$ cat src/design/pec15_frame_generator_checker_assert.svh
// assertion macros shared by the design files
`ifndef PEC15_FRAME_GENERATOR_CHECKER_ASSERT_SVH
`define PEC15_FRAME_GENERATOR_CHECKER_ASSERT_SVH

// property checked on every clock edge outside reset
`define PEC_ASSERT(lbl, prop, msg) \
    lbl: assert property (@(posedge i_clk) disable iff (!i_rst_n) prop) \
        else $error(msg);

// condition in one cycle implies consequence in the next
`define PEC_ASSERT_NEXT(lbl, ante, cons, msg) \
    lbl: assert property (@(posedge i_clk) disable iff (!i_rst_n) (ante) |=> (cons)) \
        else $error(msg);

`endif

$ cat src/design/pec15fgc_pkg.sv
`timescale 1ns / 1ps

package pec15fgc_pkg;

    localparam int MAX_FRAME_BYTES = 64;
    localparam int CNT_W           = $clog2(MAX_FRAME_BYTES + 1);

    localparam logic [15:0] PEC_POLY = 16'h4599;
    localparam logic [15:0] PEC_SEED = 16'd16;

    // result kinds
    localparam logic [1:0] KIND_DATA    = 2'd0;
    localparam logic [1:0] KIND_CODE    = 2'd1;
    localparam logic [1:0] KIND_VERDICT = 2'd2;

    // configuration register indexes
    localparam logic REG_FRAME_MODE  = 1'b0;
    localparam logic REG_DATA_LENGTH = 1'b1;

    localparam int MAX_RESULTS = 3;
    localparam int RES_CNT_W   = $clog2(MAX_RESULTS + 1);
    localparam int Q_DEPTH     = 4;
    localparam int Q_PTR_W     = $clog2(Q_DEPTH);
    localparam int Q_CNT_W     = $clog2(Q_DEPTH + 1);

    typedef struct packed {
        logic       frame_mode;
        logic [6:0] data_length;
    } t_cfg;

    typedef struct packed {
        logic [7:0] out_byte;
        logic [1:0] byte_kind;
        logic       code_ok;
        logic       last;
    } t_result;

    typedef struct packed {
        logic [RES_CNT_W-1:0]        cnt;
        t_result [MAX_RESULTS-1:0]   res;
    } t_push;

    // remainder contribution of one byte: eight polynomial shifts
    function automatic logic [15:0] pec_entry(input logic [7:0] addr);
        logic [15:0] r;
        r = {1'b0, addr, 7'b0};
        for (int k = 0; k < 8; k++) begin
            if (r[14]) begin
                r = (r << 1) ^ PEC_POLY;
            end else begin
                r = r << 1;
            end
        end
        return r;
    endfunction

endpackage

$ cat src/design/pec15fgc_core.sv
`timescale 1ns / 1ps
`include "pec15_frame_generator_checker_assert.svh"

module pec15fgc_core (
    input  logic                 i_clk,
    input  logic                 i_rst_n,
    input  logic                 i_accept,
    input  logic [7:0]           i_data_byte,
    input  logic                 i_frame_start,
    input  pec15fgc_pkg::t_cfg   i_cfg,
    output pec15fgc_pkg::t_push  o_push
);

    logic [15:0]                     r_crc_rem, n_crc_rem;
    logic [pec15fgc_pkg::CNT_W-1:0]  r_byte_count, n_byte_count;
    logic [7:0]                      r_received_high, n_received_high;
    logic                            r_frame_active, n_frame_active;
    logic                            r_code_phase, n_code_phase;

    logic [15:0]                     cur_rem;
    logic [pec15fgc_pkg::CNT_W-1:0]  cur_cnt;
    logic                            cur_phase;
    logic                            cur_active;
    logic [pec15fgc_pkg::CNT_W-1:0]  len;
    logic [15:0]                     upd_rem;
    logic [15:0]                     code_gen;
    logic [15:0]                     code_chk;
    logic [pec15fgc_pkg::CNT_W-1:0]  cnt_inc;

    // length clamped to one .. max frame bytes
    always_comb begin
        if (i_cfg.data_length == 7'd0) begin
            len = pec15fgc_pkg::CNT_W'(1);
        end else if (32'(i_cfg.data_length) > pec15fgc_pkg::MAX_FRAME_BYTES) begin
            len = pec15fgc_pkg::CNT_W'(pec15fgc_pkg::MAX_FRAME_BYTES);
        end else begin
            len = pec15fgc_pkg::CNT_W'(i_cfg.data_length);
        end
    end

    always_comb begin
        cur_rem    = r_crc_rem;
        cur_cnt    = r_byte_count;
        cur_phase  = r_code_phase;
        cur_active = r_frame_active;
        if (i_frame_start) begin
            cur_rem    = pec15fgc_pkg::PEC_SEED;
            cur_cnt    = '0;
            cur_phase  = 1'b0;
            cur_active = 1'b1;
        end

        upd_rem  = (cur_rem << 8) ^ pec15fgc_pkg::pec_entry(cur_rem[14:7] ^ i_data_byte);
        code_gen = {upd_rem[14:0], 1'b0};
        code_chk = {cur_rem[14:0], 1'b0};
        cnt_inc  = cur_cnt + pec15fgc_pkg::CNT_W'(1);

        n_crc_rem       = cur_rem;
        n_byte_count    = cur_cnt;
        n_code_phase    = cur_phase;
        n_frame_active  = cur_active;
        n_received_high = r_received_high;
        o_push          = '0;

        if (cur_active) begin
            if (cur_cnt < len) begin
                o_push.cnt    = pec15fgc_pkg::RES_CNT_W'(1);
                o_push.res[0] = '{i_data_byte, pec15fgc_pkg::KIND_DATA, 1'b0, 1'b0};
                n_crc_rem     = upd_rem;
                n_byte_count  = cnt_inc;
                if (cnt_inc == len && !i_cfg.frame_mode) begin
                    // last data byte in generate mode: append code, high byte first
                    o_push.cnt     = pec15fgc_pkg::RES_CNT_W'(3);
                    o_push.res[1]  = '{code_gen[15:8], pec15fgc_pkg::KIND_CODE, 1'b0, 1'b0};
                    o_push.res[2]  = '{code_gen[7:0], pec15fgc_pkg::KIND_CODE, 1'b0, 1'b1};
                    n_frame_active = 1'b0;
                end
            end else if (!cur_phase) begin
                n_received_high = i_data_byte;
                n_code_phase    = 1'b1;
            end else begin
                o_push.cnt     = pec15fgc_pkg::RES_CNT_W'(1);
                o_push.res[0]  = '{8'd0, pec15fgc_pkg::KIND_VERDICT,
                                   ({r_received_high, i_data_byte} == code_chk), 1'b1};
                n_code_phase   = 1'b0;
                n_frame_active = 1'b0;
            end
        end
    end

    always_ff @(posedge i_clk) begin
        if (!i_rst_n) begin
            r_crc_rem       <= pec15fgc_pkg::PEC_SEED;
            r_byte_count    <= '0;
            r_received_high <= '0;
            r_frame_active  <= 1'b0;
            r_code_phase    <= 1'b0;
        end else if (i_accept) begin
            r_crc_rem       <= n_crc_rem;
            r_byte_count    <= n_byte_count;
            r_received_high <= n_received_high;
            r_frame_active  <= n_frame_active;
            r_code_phase    <= n_code_phase;
        end
    end

    `PEC_ASSERT(a_idle_quiet, (!r_frame_active && !i_frame_start) |-> (o_push.cnt == '0), "result outside a frame")
    `PEC_ASSERT(a_count_range, r_byte_count <= pec15fgc_pkg::CNT_W'(pec15fgc_pkg::MAX_FRAME_BYTES), "byte count above frame limit")
    `PEC_ASSERT(a_code_pair, (o_push.cnt == pec15fgc_pkg::RES_CNT_W'(3)) |-> (o_push.res[2].last && o_push.res[1].byte_kind == pec15fgc_pkg::KIND_CODE && !i_cfg.frame_mode), "bad appended code pair")

endmodule

$ cat config.mk
export PLATFORM = sky130hd
export DESIGN_NAME = pec15fgc_core
export DESIGN_NICKNAME = d
export VERILOG_FILES = /design/src/design/pec15fgc_pkg.sv /design/src/design/pec15fgc_core.sv
export VERILOG_INCLUDE_DIRS = /design/src /design/src/design
export SDC_FILE = /design/constraint.sdc
export NUM_CORES = 1
export LEC_CHECK = 0
export ABC_AREA = 1
export CORE_UTILIZATION = 45
export DETAILED_ROUTE_END_ITERATION = 10
export DONT_BUFFER_PORTS = 1
export SYNTH_ARGS = -nofsm -noshare
export SYNTH_HDL_FRONTEND = slang
export SYNTH_SLANG_ARGS = --single-unit
$ cat constraint.sdc
create_clock -name i_clk -period 6 [get_ports i_clk]
set_clock_uncertainty 0.15 [all_clocks]
set_input_delay 1.2 -clock i_clk [delete_from_list [all_inputs] [get_ports i_clk]]
set_output_delay 1.2 -clock i_clk [all_outputs]
set_load 0.01 [all_outputs]
==> summary.md, run 1 <==
| Metric | Value |
|---|---|
| Unrepaired setup endpoints after global routing | false |
| Async SR Flop Fraction | 0% |
| F_max | a little over 200 MHz |
| DR pass1 iterations | 4 |
| Post-CTS setup buffer count | 0 |
| # port buffers | 0 |
| Layout fillers | 691 |
| Row Count | 29 |
| Post-Route Setup TNS | 0 ps |
| Cell Area, Synth | 3110 sq um |
| Final setup violating endpoints | 0 |
| Share of the synthesized area in the top cell type | between 20% and 30% |
| CTS Buffer Depth | 2 |
| Switch share | a little over two fifths |
| Worst setup margin | around 1100 ps |
| CP Max Fanout | 28 |
| Crit path launch type | input pin |
| Cell mode on critical path | xor2_1 |
| Crit path max-delay family | simple AND/OR/NAND/NOR gates |
| TritonCTS clock tree | yes |
| Die span in x | ~85 um |
| MaxCap Viol Count | 0 |
| Total gr overflow | 0 |
| Share of cells above drive strength 1 | between 10% and 20% |
| Core Region | 6490 sq um |
| CTS resizes | 0 |
| Setup WS pre-CTS | about 1100 ps |
| Seq/Total Area, Yosys | between 20% and 30% |
| Status | completed |
| HPWL after DPL | about 6700 um |
| PD cells | 241 nW/um^2 |
| Drt total wl | ~8400 um |
| Clock share of power | between 20% and 30% |
| Int Pwr | roughly 450 uW |
| Critical-path cell list | inv_8, nand2_2, inv_1, ha_1, nand3_1, xor2_1, xor2_1, nor4_2, nand4_2, nor2_4, inv_2, a21oi_1 |
| Hold WC Path Type | reg2reg |
| Buf/Inv on CP | 3 |
| Hold Slack | around 320 ps |
| Sequential share of power | about a third |
| CTS H-tree lvls | 2 |
| DR WL/cell | around 16 um |
| CP arrival | around 3600 ps |
| Placer Congestion | 0.859 |
| Root buffer cell | clkbuf_8 |
| Crit-path max cell delay | 360 ps |
| EDFF count, synth | 0 |
| First-pass GRT wire length | about 14000 um |
| Total GRT Usage | about a quarter |
| Fin crit share | between 80% and 90% |
| CTS Hold Bufs | 0 |
| Period minus WS final | about 4900 ps |
| Die height | roughly 85 um |
| Antenna Nets Post-Route | 0 |
| Worst Path Required | approximately 4700 ps |
| Area leader, netlist | dfxtp_1 |
| CP Class | in2out |
| Slew HR | between 50% and 60% |
| Flops & latches, synth | 32 |
| Clock Latency Late Sink | 280 ps |
| Largest net degree at the start of global routing | 29 |
| Distinct cells, synth | 42 |
| Synth area leaders | dfxtp_1 21%, nand2_1 12%, xor2_1 7.3%, inv_1 6.5%, nor2_1 5.4% |
| Primary FF master, synth | dfxtp_1 |
| Mean Syn Cell Area | approximately 6.6 sq um |
| Antenna violations before repair | 0 |
| CP max stage cell | nor2_4 |
| P&R area growth vs syn | 2.33% |
| Yosys warnings | 0 |
| Comb pwr share | ~45% |
| Num CTS Buffers | 5 |
| NetSw | roughly 320 uW |
| Worst VDD drop | 0.119 mV |
| Via Count | 2943 |
| Leak Pwr | approximately 0.0015 uW |
| DRC | 0 |
| Nets | between 400 and 500 |
| I/O pin count | 58 |
| Critical Path End Type | primary output |
| Max Slew Vio Count | 0 |
| Starting Density | about 48% |
| Diodes inserted | 0 |
| Worst Max-Slew Pin Slew | 701 ps |
| Die ar. | roughly 7300 sq um |
| Vias in the first global route | 2850 |
| Mapped Cells | roughly 470 |
| Clock Pin Slew Worst Setup and Hold Paths | 70 ps |
| Clk sink count | 32 |
| Starting DRT DRC Count | 170 |
| Via density | ~5.5 |
| Final Hold Viols | 0 |
## routing by layer
| metal | global-route usage (%) | vias to the layer above | wire [um] |
|---|---|---|---|
| met2 | 41.1 | 67 | 4000 |
| met1 | 31.8 | 1369 | 3970 |
| met3 | 2.82 | 10 | 328 |
| met5 | 0 | - | 0 |
| li1 | - | 1497 | - |
| met4 | 7.40 | 0 | 144 |
## worst paths after layout
| path | from | end | slack (ps) | cells past startpoint |
|---|---|---|---|---|
| min | r_byte_count[2] | r_byte_count[2] | 320 | 2 |
| min reg2reg | r_byte_count[2] | r_byte_count[2] | 320 | 2 |
| max | i_frame_start | o_push[30] | 1050 | 12 |
| max reg2reg | r_byte_count[0] | r_received_high[3] | 3320 | 14 |
## cells in the final DEF (no fill, tap or decap), drive strengths merged, types with 3 or more instances in the layout
master and count:
a21oi 31, a31oi 5, clkbuf 7, clkinv 3, conb 7, dfxtp 32
ha 9, inv 58, nand2 125, nand3 47, nand4 3, nor2 48
nor4 3, o211ai 7, o21ai 29, o22ai 4, xnor2 6, xor2 27
## synthesized netlist by cell type, drive strengths merged, types with 2 or more instances
cell type,number
a211oi,2
a21oi,31
a31oi,5
buf,17
clkbuf,6
clkinv,3
dfxtp,32
ha,9
inv,58
nand2,125
nand3,47
nand4,3
nor2,48
nor4,3
o211ai,7
o21ai,29
o22ai,4
or2,2
xnor2,6
xor2,27
## stage by stage
step	util [%]	std cells	power, uW	instance area [sq um]
2_1_floorplan	-	478	530	3140
3_3_place_gp	47.6	533	584	3090
3_5_place_dp	47.6	533	588	3090
4_1_cts	49.0	540	770	3190
5_1_grt	49.0	540	825	3190
6_report	49.0	540	768	3190
## state kept, by name (all words and copies together), names as in the netlist
signal	flops
r_byte_count	7
r_crc_rem	15
r_received_high	8
r_frame_active	1
r_code_phase	1
## power groups by stage
stage	Combinational [uW]	Clock [uW]	Sequential (uW)
floorplan	285	0	245
global placement	336	0	248
detailed placement	339	0	249
CTS	341	185	244
global route	381	198	246
finish	342	182	244
## layout make-up
type / count / area [sq um] / share of cell area, %
multi-input combinational: 362 / 2110 / 66.2
sequential: 32 / 641 / 20.1
timing repair buffer: 1 / 7.51 / 0.236
tap: 77 / 96.3 / 3.02
inverter: 61 / 236 / 7.42
clock buffer: 7 / 96.3 / 3.02
## cells by family (layout without fill, tap and decap cells)
family | after synthesis | count (layout) | share of synthesized area (%)
fa+ha+maj | 9 | 9 | 3.62
other cells | 1 | 7 | 0.120
simple gates | 229 | 229 | 37.3
flops | 32 | 32 | 20.6
compound gates | 83 | 83 | 15.3
buf+inv | 84 | 69 | 12.4
xor+xnor | 34 | 34 | 10.6
## worst register-to-register path, cell delays in order (launching register included)
cell     delay (ps)
dfxtp_1         360
inv_1            70
nor2_1          150
inv_1            90
ha_1            220
nand2_1          70
nand2_1          50
o21ai_0          70
a21o_1          130
nand2_1          60
nand2_2         200
ha_1            350
nand2_1         280
o21ai_0         260
a21oi_1          60
Note: power is estimated with default switching activity, not from simulation.
==> inputs of run 2 (changes only) <==
==> constraint.sdc (replaced) <==
create_clock -name i_clk -period 4 [get_ports i_clk]
set_clock_uncertainty 0.15 [all_clocks]
set_input_delay 0.8 -clock i_clk [delete_from_list [all_inputs] [get_ports i_clk]]
set_output_delay 0.8 -clock i_clk [all_outputs]
set_load 0.01 [all_outputs]
==> run 2 against run 1 <==
Effect of this change:
- wire length increased by 1.7%
- critical endpoint is now o_push[20]
- via count increased by 2.3%
- largest power group unchanged
- non-clock buffer count increased by 8
- hold slack improved by 4.3 ps
- final cell count increased by 1.5%
- largest cell class unchanged
- global-route usage increased by 0.26 points
- critical path depth unchanged
- combinational power increased by 54%
- clock-buffer cell count decreased by 1
==> summary.md, run 2 (synthesized netlist as in run 1, its figures left out) <==
| Metric | Value |
|---|---|
| Status | completed |
| Core Region | between 6000 and 7000 sq um |
| HPWL after DPL | 6680 um |
| CTS resizes | 0 |
| Sequential share of power | between 30% and 40% |
| Vias in the first global route | approximately 2800 |
| Total GRT Usage | between 20% and 30% |
| Total gr overflow | 0 |
| Leak Pwr | 0.00152 uW |
| Crit path launch type | input pin |
| Post-CTS setup buffer count | 0 |
| Final Hold Viols | 0 |
| CTS Buffer Depth | 2 |
| Max Slew Vio Count | 0 |
| Top reg by flops | r_crc_rem |
| Critical Path End Type | primary output |
| Worst Hold End | r_crc_rem[6] |
| Nets | 500 |
| Period minus WS final | roughly 3700 ps |
| Clk sink count | 32 |
| Die height | ~85 um |
| Largest registers | r_crc_rem: 15 flops, r_received_high: 8 flops, r_byte_count: 7 flops |
| CP Max Fanout | 28 |
| Most frequent cells in the layout | 100 x nand2_1, 54 x inv_1, 45 x nor2_1 |
| Final setup violating endpoints | 0 |
| Die ar. | 7250 sq um |
| Via Count | roughly 3000 |
| Unrepaired setup endpoints after global routing | false |
| Clock Latency Late Sink | ~280 ps |
| Setup WS pre-CTS | around 280 ps |
| GRT Max-Usage Layer | met2 |
| TritonCTS clock tree | yes |
| Clock Pin Slew Worst Setup and Hold Paths | 70 ps |
| Drt total wl | ~8600 um |
| Critical R2R Capture | r_received_high[3] |
| Hold wc startpoint | r_crc_rem[6] |
| Slew HR | approximately half |
| Worst Max-Slew Pin Slew | about 760 ps |
| CTS Hold Bufs | 0 |
| Switch share | between 40 and 50% |
| Hold depth | 2 |
| Diodes inserted | 0 |
| First-pass GRT wire length | 14000 um |
| # port buffers | 0 |
| Comb pwr share | between 40% and 50% |
| Largest net degree at the start of global routing | 29 |
| F_max | ~270 MHz |
| Post-Route Setup TNS | 0 ps |
| Die span in x | approximately 85 um |
| NetSw | 489 uW |
| GR Util met2 | roughly two fifths |
| Antenna Nets Post-Route | 0 |
| DRC | 0 |
| CP Class | in2out |
| Int Pwr | 641 uW |
| Met1 Resource Use GR | around a third |
| Reg2reg setup slack | roughly 1300 ps |
| Worst VDD drop | about 0.22 mV |
| Share of cells above drive strength 1 | around 15% |
| Starting Density | ~48% |
| Worst r2r src | r_byte_count[0] |
| Commonest non-fill, non-tap cell in the layout | nand2_1 |
| Hold Slack | between 300 and 400 ps |
| CP arrival | between 2000 and 3000 ps |
| DR WL/cell | about 16 um |
| Max reg flops | 15 |
| Starting DRT DRC Count | ~160 |
| Antenna violations before repair | 0 |
| CTS H-tree lvls | 2 |
| DR pass1 iterations | 5 |
| I/O pin count | 58 |
| Num CTS Buffers | 5 |
| Reg2Reg Depth | 14 |
| Hold WC Path Type | reg2reg |
| Placer Congestion | between 0.8 and 0.9 |
| PD cells | ~350 nW/um^2 |
| P&R area growth vs syn | 3.66% |
| Root buffer cell | clkbuf_8 |
| Fin crit share | 93.6% |
| Worst Path Required | between 3000 and 4000 ps |
| GR Util met3 | just under 3% |
| Worst setup margin | about 260 ps |
| Clock share of power | 21.1% |
| MaxCap Viol Count | 0 |
| Via density | 5.49 |
| Layout fillers | ~700 |
| Row Count | 29 |
run 2: cell types whose count changed in the layout (fill, tap and decap cells not counted):
cell / delta
clkinv_2: +1
clkbuf_1: +1
clkbuf_8: -2
buf_4: +8
run 2: worst max path at each step:
| stage | end | from | slack, ps | depth (start not counted) |
|---|---|---|---|---|
| after floorplan | o_push[30] | i_frame_start | 230 | 15 |
| after global placement | o_push[20] | i_frame_start | 340 | 12 |
| after detailed placement | o_push[20] | i_frame_start | 280 | 12 |
| after CTS | o_push[20] | i_frame_start | 260 | 12 |
| after global routing | o_push[20] | i_cfg[0] | 70 | 13 |
| final | o_push[20] | i_frame_start | 260 | 12 |
run 2: final cells by class:
type | count | area [sq um] | share of cell area (%)
multi-input cells | 362 | 2110 | 65.3
flip-flops and latches | 32 | 641 | 19.9
inverters | 61 | 236 | 7.33
well taps | 77 | 96.3 | 2.99
clock buffers | 6 | 72.6 | 2.25
repair buffers | 9 | 67.6 | 2.09
clock inverters | 1 | 5.00 | 0.155
run 2: per-layer routing:
layer / vias to the layer above / part of all wire (%)
met5: - / 0
met4: 0 / 1.2
met3: 7 / 4.4
met2: 75 / 46
met1: 1417 / 49
li1: 1512 / -
run 2: critical path, stage by stage:
cell      delay (ps)
inv_8            140
nand2_2           90
inv_1            120
ha_1             250
a21oi_1          140
nor2_1            50
a211oi_1         230
nand2_2          230
nor2_4           150
buf_4            210
nand3_1          150
nor2_1           230
run 2: power by group through the flow:
stage          clock (uW)  sequential [uW]  combinational (uW)
2_1_floorplan           0              368                 427
4_1_cts               244              366                 522
5_1_grt               253              370                 579
3_5_place_dp            0              373                 520
6_report              239              367                 525
3_3_place_gp            0              373                 515
run 2: stage by stage:
stage                     power (uW)  area, sq um  instances  utilization (%)
after detailed placement         893         3150        541             48.5
final                           1130         3230        548             49.7
after floorplan                  794         3140        478                -
after CTS                       1130         3230        548             49.7
after global placement           888         3150        541             48.5
after global routing            1200         3230        548             49.7
